==> src/rtl/saa_pkg.sv <==
// ----------------------------------------------------------------------------
// saa_pkg: shared types and constants of the ascending sorter
// Word width, default capacity, controller states and the cell control word.
// ----------------------------------------------------------------------------
package saa_pkg;

  localparam int DATA_W   = 32;
  localparam int CAPACITY = 16;

  typedef enum logic {
    ST_LOAD,
    ST_DRAIN
  } state_t;

  typedef struct packed {
    logic insert;
    logic shift;
  } cell_ctrl_t;

endpackage

==> src/rtl/saa_in_if.sv <==
// ----------------------------------------------------------------------------
// saa_in_if: input channel of the sorter
// Valid/ready channel carrying one sample word and its batch end flag.
// ----------------------------------------------------------------------------
interface saa_in_if;
  logic                              valid;
  logic                              ready;
  logic signed [saa_pkg::DATA_W-1:0] sample_value;
  logic                              batch_end;

  modport source (output valid, output sample_value, output batch_end, input ready);
  modport sink   (input valid, input sample_value, input batch_end, output ready);
endinterface

==> src/rtl/saa_out_if.sv <==
// ----------------------------------------------------------------------------
// saa_out_if: result channel of the sorter
// Valid/ready channel carrying one sorted word with end and overflow flags.
// ----------------------------------------------------------------------------
interface saa_out_if;
  logic                              valid;
  logic                              ready;
  logic signed [saa_pkg::DATA_W-1:0] sorted_value;
  logic                              run_end;
  logic                              overflow;

  modport source (output valid, output sorted_value, output run_end, output overflow,
                  input ready);
  modport sink   (input valid, input sorted_value, input run_end, input overflow,
                  output ready);
endinterface

==> src/rtl/saa_cell.sv <==
// ----------------------------------------------------------------------------
// saa_cell: one slot of the insertion chain
// Holds one word. On insert it takes the broadcast word or its left neighbor's
// word to keep the row ascending; on shift it takes its right neighbor's word.
// ----------------------------------------------------------------------------
module saa_cell (
  input  logic                              clk,
  input  logic                              rst,
  input  saa_pkg::cell_ctrl_t               ctrl,
  input  logic signed [saa_pkg::DATA_W-1:0] new_value,
  input  logic signed [saa_pkg::DATA_W-1:0] left_value,
  input  logic                              left_valid,
  input  logic                              left_take,
  input  logic signed [saa_pkg::DATA_W-1:0] right_value,
  input  logic                              right_valid,
  output logic signed [saa_pkg::DATA_W-1:0] value,
  output logic                              valid,
  output logic                              take
);

  logic signed [saa_pkg::DATA_W-1:0] fill_value;

  // strictly greater: equal words stay ahead of the new one
  assign take       = valid && (new_value < value);
  assign fill_value = left_take ? left_value : new_value;

  always_ff @(posedge clk) begin
    if (ctrl.shift) begin
      value <= right_value;
    end else if (ctrl.insert && (take || (!valid && left_valid))) begin
      value <= fill_value;
    end
  end

  always_ff @(posedge clk) begin
    if (rst) begin
      valid <= 1'b0;
    end else if (ctrl.shift) begin
      valid <= right_valid;
    end else if (ctrl.insert && !valid && left_valid) begin
      valid <= 1'b1;
    end
  end

endmodule

==> src/rtl/sort_array_ascending_core.sv <==
// ----------------------------------------------------------------------------
// sort_array_ascending_core: batch sorter built as a systolic insertion chain
// ----------------------------------------------------------------------------
// Words arrive on samples, one signed value per word; batch_end marks the
// last word of a batch. Each accepted word is inserted into a row of CAPACITY
// cells as it arrives; samples is ready throughout loading. Equal values keep
// their arrival order. Words beyond CAPACITY are dropped and the batch's
// results carry overflow.
// After the batch_end word, the row drains on results starting the next
// cycle, lowest value first, one word per cycle while the receiver is ready;
// run_end flags the last one. samples is not ready while the row drains; it
// reopens in the cycle after the run_end word is taken. A stalled receiver
// simply holds the head cell. Reset (rst, synchronous) empties the row and
// clears the overflow mark.
// ----------------------------------------------------------------------------
module sort_array_ascending_core #(
  parameter int CAPACITY = saa_pkg::CAPACITY
) (
  input  logic      clk,
  input  logic      rst,
  saa_in_if.sink    samples,
  saa_out_if.source results
);

  saa_pkg::state_t   state, state_next;
  saa_pkg::cell_ctrl_t ctrl;
  logic              dropped;
  logic              full;
  logic              load_fire;
  logic              drain_fire;

  logic signed [saa_pkg::DATA_W-1:0] cell_value [CAPACITY];
  logic [CAPACITY-1:0]               cell_valid;
  logic [CAPACITY-1:0]               cell_take;

  assign full       = cell_valid[CAPACITY-1];
  assign load_fire  = samples.valid && samples.ready;
  assign drain_fire = results.valid && results.ready;

  always_comb begin
    state_next = state;
    case (state)
      saa_pkg::ST_LOAD: begin
        if (load_fire && samples.batch_end) state_next = saa_pkg::ST_DRAIN;
      end
      saa_pkg::ST_DRAIN: begin
        if (drain_fire && results.run_end) state_next = saa_pkg::ST_LOAD;
      end
      default: state_next = saa_pkg::ST_LOAD;
    endcase
  end

  always_comb begin
    samples.ready = 1'b0;
    results.valid = 1'b0;
    ctrl.insert   = 1'b0;
    ctrl.shift    = 1'b0;
    case (state)
      saa_pkg::ST_LOAD: begin
        samples.ready = 1'b1;
        ctrl.insert   = load_fire && !full;
      end
      saa_pkg::ST_DRAIN: begin
        results.valid = 1'b1;
        ctrl.shift    = drain_fire;
      end
      default: ;
    endcase
  end

  always_ff @(posedge clk) begin
    if (rst) begin
      state   <= saa_pkg::ST_LOAD;
      dropped <= 1'b0;
    end else begin
      state <= state_next;
      if (load_fire && full) begin
        dropped <= 1'b1;
      end else if (drain_fire && results.run_end) begin
        dropped <= 1'b0;
      end
    end
  end

  assign results.sorted_value = cell_value[0];
  assign results.run_end      = !cell_valid[1];
  assign results.overflow     = dropped;

  for (genvar i = 0; i < CAPACITY; i++) begin : g_cell
    logic signed [saa_pkg::DATA_W-1:0] left_value;
    logic                              left_valid;
    logic                              left_take;
    logic signed [saa_pkg::DATA_W-1:0] right_value;
    logic                              right_valid;

    if (i == 0) begin : g_head
      assign left_value = samples.sample_value;
      assign left_valid = 1'b1;
      assign left_take  = 1'b0;
    end else begin : g_body
      assign left_value = cell_value[i-1];
      assign left_valid = cell_valid[i-1];
      assign left_take  = cell_take[i-1];
    end

    if (i == CAPACITY - 1) begin : g_tail
      assign right_value = cell_value[i];
      assign right_valid = 1'b0;
    end else begin : g_inner
      assign right_value = cell_value[i+1];
      assign right_valid = cell_valid[i+1];
    end

    saa_cell u_cell (
      .clk         (clk),
      .rst         (rst),
      .ctrl        (ctrl),
      .new_value   (samples.sample_value),
      .left_value  (left_value),
      .left_valid  (left_valid),
      .left_take   (left_take),
      .right_value (right_value),
      .right_valid (right_valid),
      .value       (cell_value[i]),
      .valid       (cell_valid[i]),
      .take        (cell_take[i])
    );
  end

endmodule
==> src/flat_wrapper.sv <==
// flat-port wrapper written by rule: the top's interface ports become plain ports
module sort_array_ascending_core_flat 
#(
  parameter int CAPACITY = saa_pkg::CAPACITY
)
  (clk, rst, samples_valid, samples_sample_value, samples_batch_end, samples_ready, results_valid, results_sorted_value, results_run_end, results_overflow, results_ready);
  saa_in_if samples_i ();
  saa_out_if results_i ();
  input  logic clk;
  input  logic rst;
  input wire logic [$bits(samples_i.valid)-1:0] samples_valid;
  input wire logic [$bits(samples_i.sample_value)-1:0] samples_sample_value;
  input wire logic [$bits(samples_i.batch_end)-1:0] samples_batch_end;
  output wire logic [$bits(samples_i.ready)-1:0] samples_ready;
  output wire logic [$bits(results_i.valid)-1:0] results_valid;
  output wire logic [$bits(results_i.sorted_value)-1:0] results_sorted_value;
  output wire logic [$bits(results_i.run_end)-1:0] results_run_end;
  output wire logic [$bits(results_i.overflow)-1:0] results_overflow;
  input wire logic [$bits(results_i.ready)-1:0] results_ready;
  assign samples_i.valid = samples_valid;
  assign samples_i.sample_value = samples_sample_value;
  assign samples_i.batch_end = samples_batch_end;
  assign samples_ready = samples_i.ready;
  assign results_valid = results_i.valid;
  assign results_sorted_value = results_i.sorted_value;
  assign results_run_end = results_i.run_end;
  assign results_overflow = results_i.overflow;
  assign results_i.ready = results_ready;
  sort_array_ascending_core #(.CAPACITY(CAPACITY)) u_core (.clk(clk), .rst(rst), .samples(samples_i), .results(results_i));
endmodule
==> config.mk <==
export PLATFORM = sky130hd
export DESIGN_NAME = sort_array_ascending_core_flat
export DESIGN_NICKNAME = d
export VERILOG_FILES = /design/src/rtl/saa_pkg.sv /design/src/rtl/saa_in_if.sv /design/src/rtl/saa_out_if.sv /design/src/rtl/saa_cell.sv /design/src/rtl/sort_array_ascending_core.sv /design/src/flat_wrapper.sv
export SDC_FILE = /design/constraint.sdc
export NUM_CORES = 2
export LEC_CHECK = 0
export ABC_AREA = 1
export BUFFER_PORTS_ARGS = -buffer_cell sky130_fd_sc_hd__buf_2
export CORE_ASPECT_RATIO = 0.6
export CORE_MARGIN = 5
export CORE_UTILIZATION = 49
export CTS_CLUSTER_SIZE = 25
export DETAILED_ROUTE_END_ITERATION = 10
export PLACE_DENSITY_LB_ADDON = 0.08
export SYNTH_ARGS = -nofsm -noshare
export SYNTH_HDL_FRONTEND = slang
export SYNTH_SLANG_ARGS = --single-unit
==> constraint.sdc <==
create_clock -name clk -period 13.6 [get_ports clk]
set_input_delay 2.04 -clock clk [delete_from_list [all_inputs] [get_ports clk]]
set_output_delay 2.04 -clock clk [all_outputs]
set_load 0.01 [all_outputs]
After elaboration in Yosys (flattened, before gate mapping)
Cells that the tools add are included.
W data, S select, Z words.
{ "word_totals": {"ff_bits": 530, "in_bits": 37} }
{ "classes": {"reduce_logical": 149, "order_cmp": 16, "bitwise": 2, "n_mux": 84} }
{ "op_table": {"columns": ["op", "n"], "rows": [
  ["$mux W32", 45],
  ["$lt A32 B32 Y1", 16],
  ["$logic_and A1 B1 Y1", 84],
  ["$reduce_bool A2 Y1", 31],
  ["$mux W1", 38],
  ["$logic_not A1 Y1", 16],
  ["$logic_or A1 B1 Y1", 16],
  ["$not A1 Y1", 2],
  ["$pmux W1 S2", 1],
  ["$reduce_and A2 Y1", 1],
  ["$reduce_or A2 Y1", 1]
]} }

Depth between registers and ports, before layout
{ "logic_depth": {"word_depth": 8, "depth_mapped": 19} }

Hierarchy
From an unflattened synthesis, not the netlist that was laid out.
{ "unflattened": {"hier_cells": 5217, "area_unflattened_um2": 40104.7} }
{ "modules_own_cells": {"columns": ["module", "area_per_inst_um2", "seq_area_each_um2", "n_inst", "cells_per_inst"], "rows": [
  ["saa_cell at u_core.g_cell[0].u_cell ...", 2498.6, 980.9, 15, 325],
  ["saa_cell at u_core.g_cell[13].u_cell", 2522.4, 980.9, 1, 325],
  ["sort_array_ascending_core", 102.6, 40.0, 1, 17]
]} }

Least setup slack after synthesis
OpenSTA, ideal clock, no wires.
{ "synth_path": {"kind": "input to register", "from": "input samples_sample_value[31]", "to": "register u_core.g_cell[0].u_cell.value[0] (netlist name), enable pin", "path_slack_ns": 7.729, "stages": 9, "arrival_ns": 5.405, "n_path_buf": 0, "cell_sequence": "ha_1 nand2_1 nor2_1 nand4_1 nor4_1 nand2_1 nand3_2 a21oi_1 o21ai_0"} }
{ "synth_via": {"elab_chain_len": 5} }
{ "synth_lines": {"columns": ["item", "line", "rtl"], "rows": [
  ["from (decl)", "flat_wrapper.sv:12", "input wire logic [$bits(samples_i.sample_value)-1:0] samples_sample_value;"],
  ["$lt A32 B32 Y1", "saa_cell.sv:24", "assign take = valid && (new_value < value);"],
  ["$logic_and A1 B1 Y1", "saa_cell.sv:24", null],
  ["$logic_or A1 B1 Y1", "saa_cell.sv:30", "end else if (ctrl.insert && (take || (!valid && left_valid))) begin"],
  ["$logic_and A1 B1 Y1", "saa_cell.sv:30", null],
  ["$reduce_bool A2 Y1 (no line)", null, null],
  ["to (signal assigned)", "saa_cell.sv:29", "value <= right_value;"],
  ["to (signal assigned)", "saa_cell.sv:31", "value <= fill_value;"],
  ["to (decl)", "saa_cell.sv:16", "output logic signed [saa_pkg::DATA_W-1:0] value,"]
]} }
Every way passes these cells.
A chain may end at the register's enable or synchronous reset.

Worst setup path in the final report
{ "layout_path": {"from": "input samples_sample_value[5]", "to": "register u_core.g_cell[5].u_cell.value[3] (netlist name), enable pin"} }
{ "layout_via": {"elab_chain_len": 5} }
{ "layout_lines": {"columns": ["item", "line"], "rows": [
  ["$lt A32 B32 Y1", "saa_cell.sv:24"],
  ["$logic_and A1 B1 Y1", "saa_cell.sv:24"],
  ["$logic_or A1 B1 Y1", "saa_cell.sv:30"],
  ["$logic_and A1 B1 Y1", "saa_cell.sv:30"],
  ["$reduce_bool A2 Y1 (no line)", null],
  ["to (signal assigned)", "saa_cell.sv:29"],
  ["to (signal assigned)", "saa_cell.sv:31"],
  ["to (decl)", "saa_cell.sv:16"]
]} }
Every way passes these cells.

==> results.rst <==
.. list-table::
   :header-rows: 1

   * - Metric
     - Value
   * - Smallest hold slack
     - about 0.48 ns
   * - Nets in the synthesized netlist
     - between 5k and 6k
   * - Count of different cell masters after synthesis
     - 29
   * - Max-capacitance violation count
     - 0
   * - Cell Pwr Density
     - about 120 nW/um^2
   * - Peak supply drop
     - 0.0001017 V
   * - Critical path launch point
     - samples_sample_value[5]
   * - Total negative slack for setup checks
     - 0 ns
   * - Routed via count divided by cell count
     - about 5.8
   * - Clk buf depth
     - 3
   * - Clock transition at the registers of the reported paths
     - roughly 0.060 ns
   * - Total standard cell area after synthesis
     - 41230 um^2
   * - Number of inserted filler cells in the final layout
     - 8193
   * - Endpoint of the worst register-to-register path
     - u_core.g_cell[5].u_cell.value[3]
   * - Total count of max-transition violations in the final report
     - 0
   * - CP arrival
     - roughly 6.6 ns
   * - Number of cells traversed by the worst register-to-register path
     - 13
   * - Std cell rows
     - 82
   * - Maximum number of pins on one net before global-route repair
     - approximately 140
   * - Die outline height
     - ~230 um
   * - Count of nets after finishing
     - a little under 6k
   * - Number of global-route vias before repair
     - 34.85k
   * - Cell occurring most often along the worst timing path
     - nand2_1
   * - Post-synthesis average cell area
     - 7.595 um^2
   * - Final setup vio count
     - 0
   * - Initial antenna violation count
     - 0
   * - Number of storage elements in the synthesis netlist
     - 530
   * - Count of placed standard cells in the final layout, fillers left out
     - approximately 6.4k
   * - DRT Pass-1 Iters
     - 6
   * - Fraction of power spent switching nets
     - between 30% and 40%
   * - Drc violations
     - 0
   * - I/O pins
     - 73
   * - Dominant cell by count in the synthesized netlist
     - nand2_1
   * - Critical path launch point type
     - primary input
   * - Num Clock Sinks
     - 530
   * - Unrepaired setup endpoints after global routing
     - false
   * - Critical-path cell list
     - buf_2 -> ha_1 -> a21oi_1 -> nor2_1 -> nor3_1 -> nand2_1 -> nand2_1 -> nand2_1 -> nand2_1 -> nand2_1 -> nand2_2 -> nand3_2 -> o21ai_4
   * - Number of input and output port buffers inserted
     - 72
   * - Data required time of the critical path
     - between 10 and 15 ns
   * - Commonest cells in the netlist
     - nand2_1, inv_1, edfxtp_1
   * - First-pass GRT wire length
     - just over 200 mm
   * - # hold bufs at CTS
     - 0
   * - # H-tree levels
     - 2
   * - All-layer global routing usage
     - around 28%
   * - Reg2Reg Setup Slack
     - just under 9 ns
   * - Largest stage delay, worst path
     - roughly 1.2 ns
   * - Final critical path time including I/O delays and setup
     - roughly 6.3 ns
   * - Yosys Warn Count
     - 0
   * - Synth top area cells
     - edfxtp_1, nand2_1, ha_1
   * - Placed instance area
     - 41930 um^2
   * - Launching point of the worst reg2reg path
     - u_core.g_cell[5].u_cell.value[5]
   * - Final setup skew
     - between 0.015 and 0.02 ns
   * - Capture point of the worst path
     - u_core.g_cell[5].u_cell.value[3]
   * - Proportion of synthesized flip-flops having asynchronous set or reset
     - 0%
   * - Later-pin clock latency in the skew report
     - 0.65 ns
   * - CTS root buffer
     - clkbuf_16
   * - Biggest area consumer among synthesized cells
     - edfxtp_1
   * - Antenna cells
     - 0
   * - Starting utilization of the core area
     - around half
   * - Post-layout instance area
     - around 44000 um^2
   * - Starting DRC count in detailed routing
     - ~4.2k
   * - Count of instances resized after the clock tree is built
     - 0
   * - P_sw
     - 1.798 mW
   * - Max frequency
     - ~160 MHz
   * - Measured slew at the worst slew-check pin
     - between 1 and 1.5 ns
   * - Clock tree from TritonCTS
     - done
   * - Total chip power
     - ~5.0 mW
   * - Final clock period utilization by the worst path
     - between 40% and 50%
   * - Die X-Extent
     - just under 400 um
   * - Internal power of the cells
     - 3.237 mW
   * - Type of the tightest min-delay check
     - reg2reg
   * - Logic gate share of total power
     - 27.0%
   * - Leakage
     - approximately 21 nW
   * - Share of synthesized area occupied by flip-flops and latches
     - a little under two fifths
   * - Number of placed instances with taps included
     - approximately 6.3k
   * - Status
     - complete, no violations
   * - Clock group share of total power
     - 31.5%
   * - Routability-driven placement congestion ratio
     - 0.8866
   * - Final wirelength
     - approximately 130 mm
   * - Flop pwr share
     - 41.5%
   * - Share of final-layout standard cells stronger than drive strength 1
     - between 4 and 5%
   * - DP HPWL
     - approximately 94 mm
   * - Flip-flop cell with the highest count after synthesis
     - edfxtp_1
   * - Core region area
     - 83410 um^2
   * - Number of enable flip-flop cells after synthesis
     - between 500 and 600
   * - Element type at the critical path end
     - register
   * - Routed wire length per instance
     - roughly 20 um
   * - CP max stage cell
     - o21ai_4
   * - Antenna Nets Post-Route
     - 0
   * - Number of cells produced by synthesis
     - roughly 5.4k
   * - Critical path peak fanout
     - 33
   * - Relative area change from synthesis to final layout
     - 6.015%
   * - Post-synth top area share
     - 37.29%
   * - Clock buffer count from CTS
     - 57
   * - Final Hold Fails
     - 0
   * - Slew margin rel.
     - between 10% and 20%
   * - Routed vias
     - between 30k and 40k
   * - Setup Fix Bufs, Post-CTS
     - 0
   * - Die Footprint
     - between 90000 and 100000 um^2
   * - Crit Path Class
     - in2reg
   * - Overflow left after global routing
     - 0
[critical path, delay by kind of cell]
| family | cells | cell delay (ns) |
|---|---|---|
| simple gates | 9 | 2.31 |
| compound gates | 2 | 1.41 |
| buf+inv | 1 | 0.43 |
| fa+ha+maj | 1 | 0.34 |
[cells in the final DEF (no fill, tap or decap), drive strengths merged]
cell type / n
o21bai: 1
nor4: 4
nor3: 25
clkinvlp: 2
o211ai: 22
clkbuf: 73
ha: 465
a211oi: 1
a21oi: 223
nand3b: 2
buf: 115
a31oi: 20
nand4: 501
inv: 660
dfxtp: 18
clkinv: 29
bufinv: 3
nor2: 115
nand2: 1884
o21ai: 107
o21a: 13
edfxtp: 512
nand3: 514
[sequential cells by signal, indices dropped and copies added, names as in the netlist]
name                        flops
u_core.g_cell.u_cell.value    512
u_core.g_cell.u_cell.valid     16
u_core.results.overflow         1
u_core.state                    1
[metal layers]
layer  part of all wire [%]  track usage, %  routed length [um]  vias up
li1                       -               -                   -    18063
met1                     52           46.49               66790    17658
met2                     38           36.43               48520     1552
met3                    9.1           4.637               11690      120
met4                    1.2           4.277                1591        0
met5                      0               0                   0        -
[cell type report]
cell class / instances / area [um^2] / area share (%)
Clock buffer: 73 / 1539 / 3.521
Clock inverter: 34 / 235.2 / 0.5382
Inverter: 660 / 2485 / 5.685
Multi-Input combinational cell: 3897 / 21610 / 49.45
Sequential cell: 530 / 15740 / 36.00
Tap cell: 1134 / 1419 / 3.246
Timing Repair Buffer: 115 / 683.2 / 1.563
[stage by stage]
| step | utilization (%) | setup slack, ns |
|---|---|---|
| 5_1_grt | 52.40 | 6.974 |
| 4_1_cts | 52.40 | 7.453 |
| 3_3_place_gp | 50.27 | 6.829 |
| 3_5_place_dp | 50.27 | 6.777 |
| 2_1_floorplan | - | 7.729 |
| 6_report | 52.40 | 7.262 |
[power groups by stage]
stage | Sequential [mW] | Clock [mW] | Combinational [mW]
after floorplan | 2.11 | 0 | 0.930
after global routing | 2.11 | 1.68 | 1.53
final | 2.09 | 1.58 | 1.36
after global placement | 2.12 | 0 | 1.29
after detailed placement | 2.12 | 0 | 1.32
after CTS | 2.09 | 1.61 | 1.33
[cells by family after synthesis]
family          share of synthesized area [%]
simple gates                            32.90
buf+inv                                 9.842
flops                                   38.17
fa+ha+maj                               14.11
compound gates                          4.983
[how the worst min path moves through the flow]
stage / cells past startpoint / startpoint / slack (ns) / end
after global routing: 2 / u_core.results.overflow / 0.53 / u_core.results.overflow
after floorplan: 2 / u_core.results.overflow / 0.49 / u_core.results.overflow
after CTS: 2 / u_core.results.overflow / 0.48 / u_core.results.overflow
after global placement: 2 / u_core.results.overflow / 0.46 / u_core.results.overflow
final: 2 / u_core.results.overflow / 0.48 / u_core.results.overflow
after detailed placement: 2 / u_core.results.overflow / 0.47 / u_core.results.overflow
No activity file was read; power rests on OpenSTA's default activity.
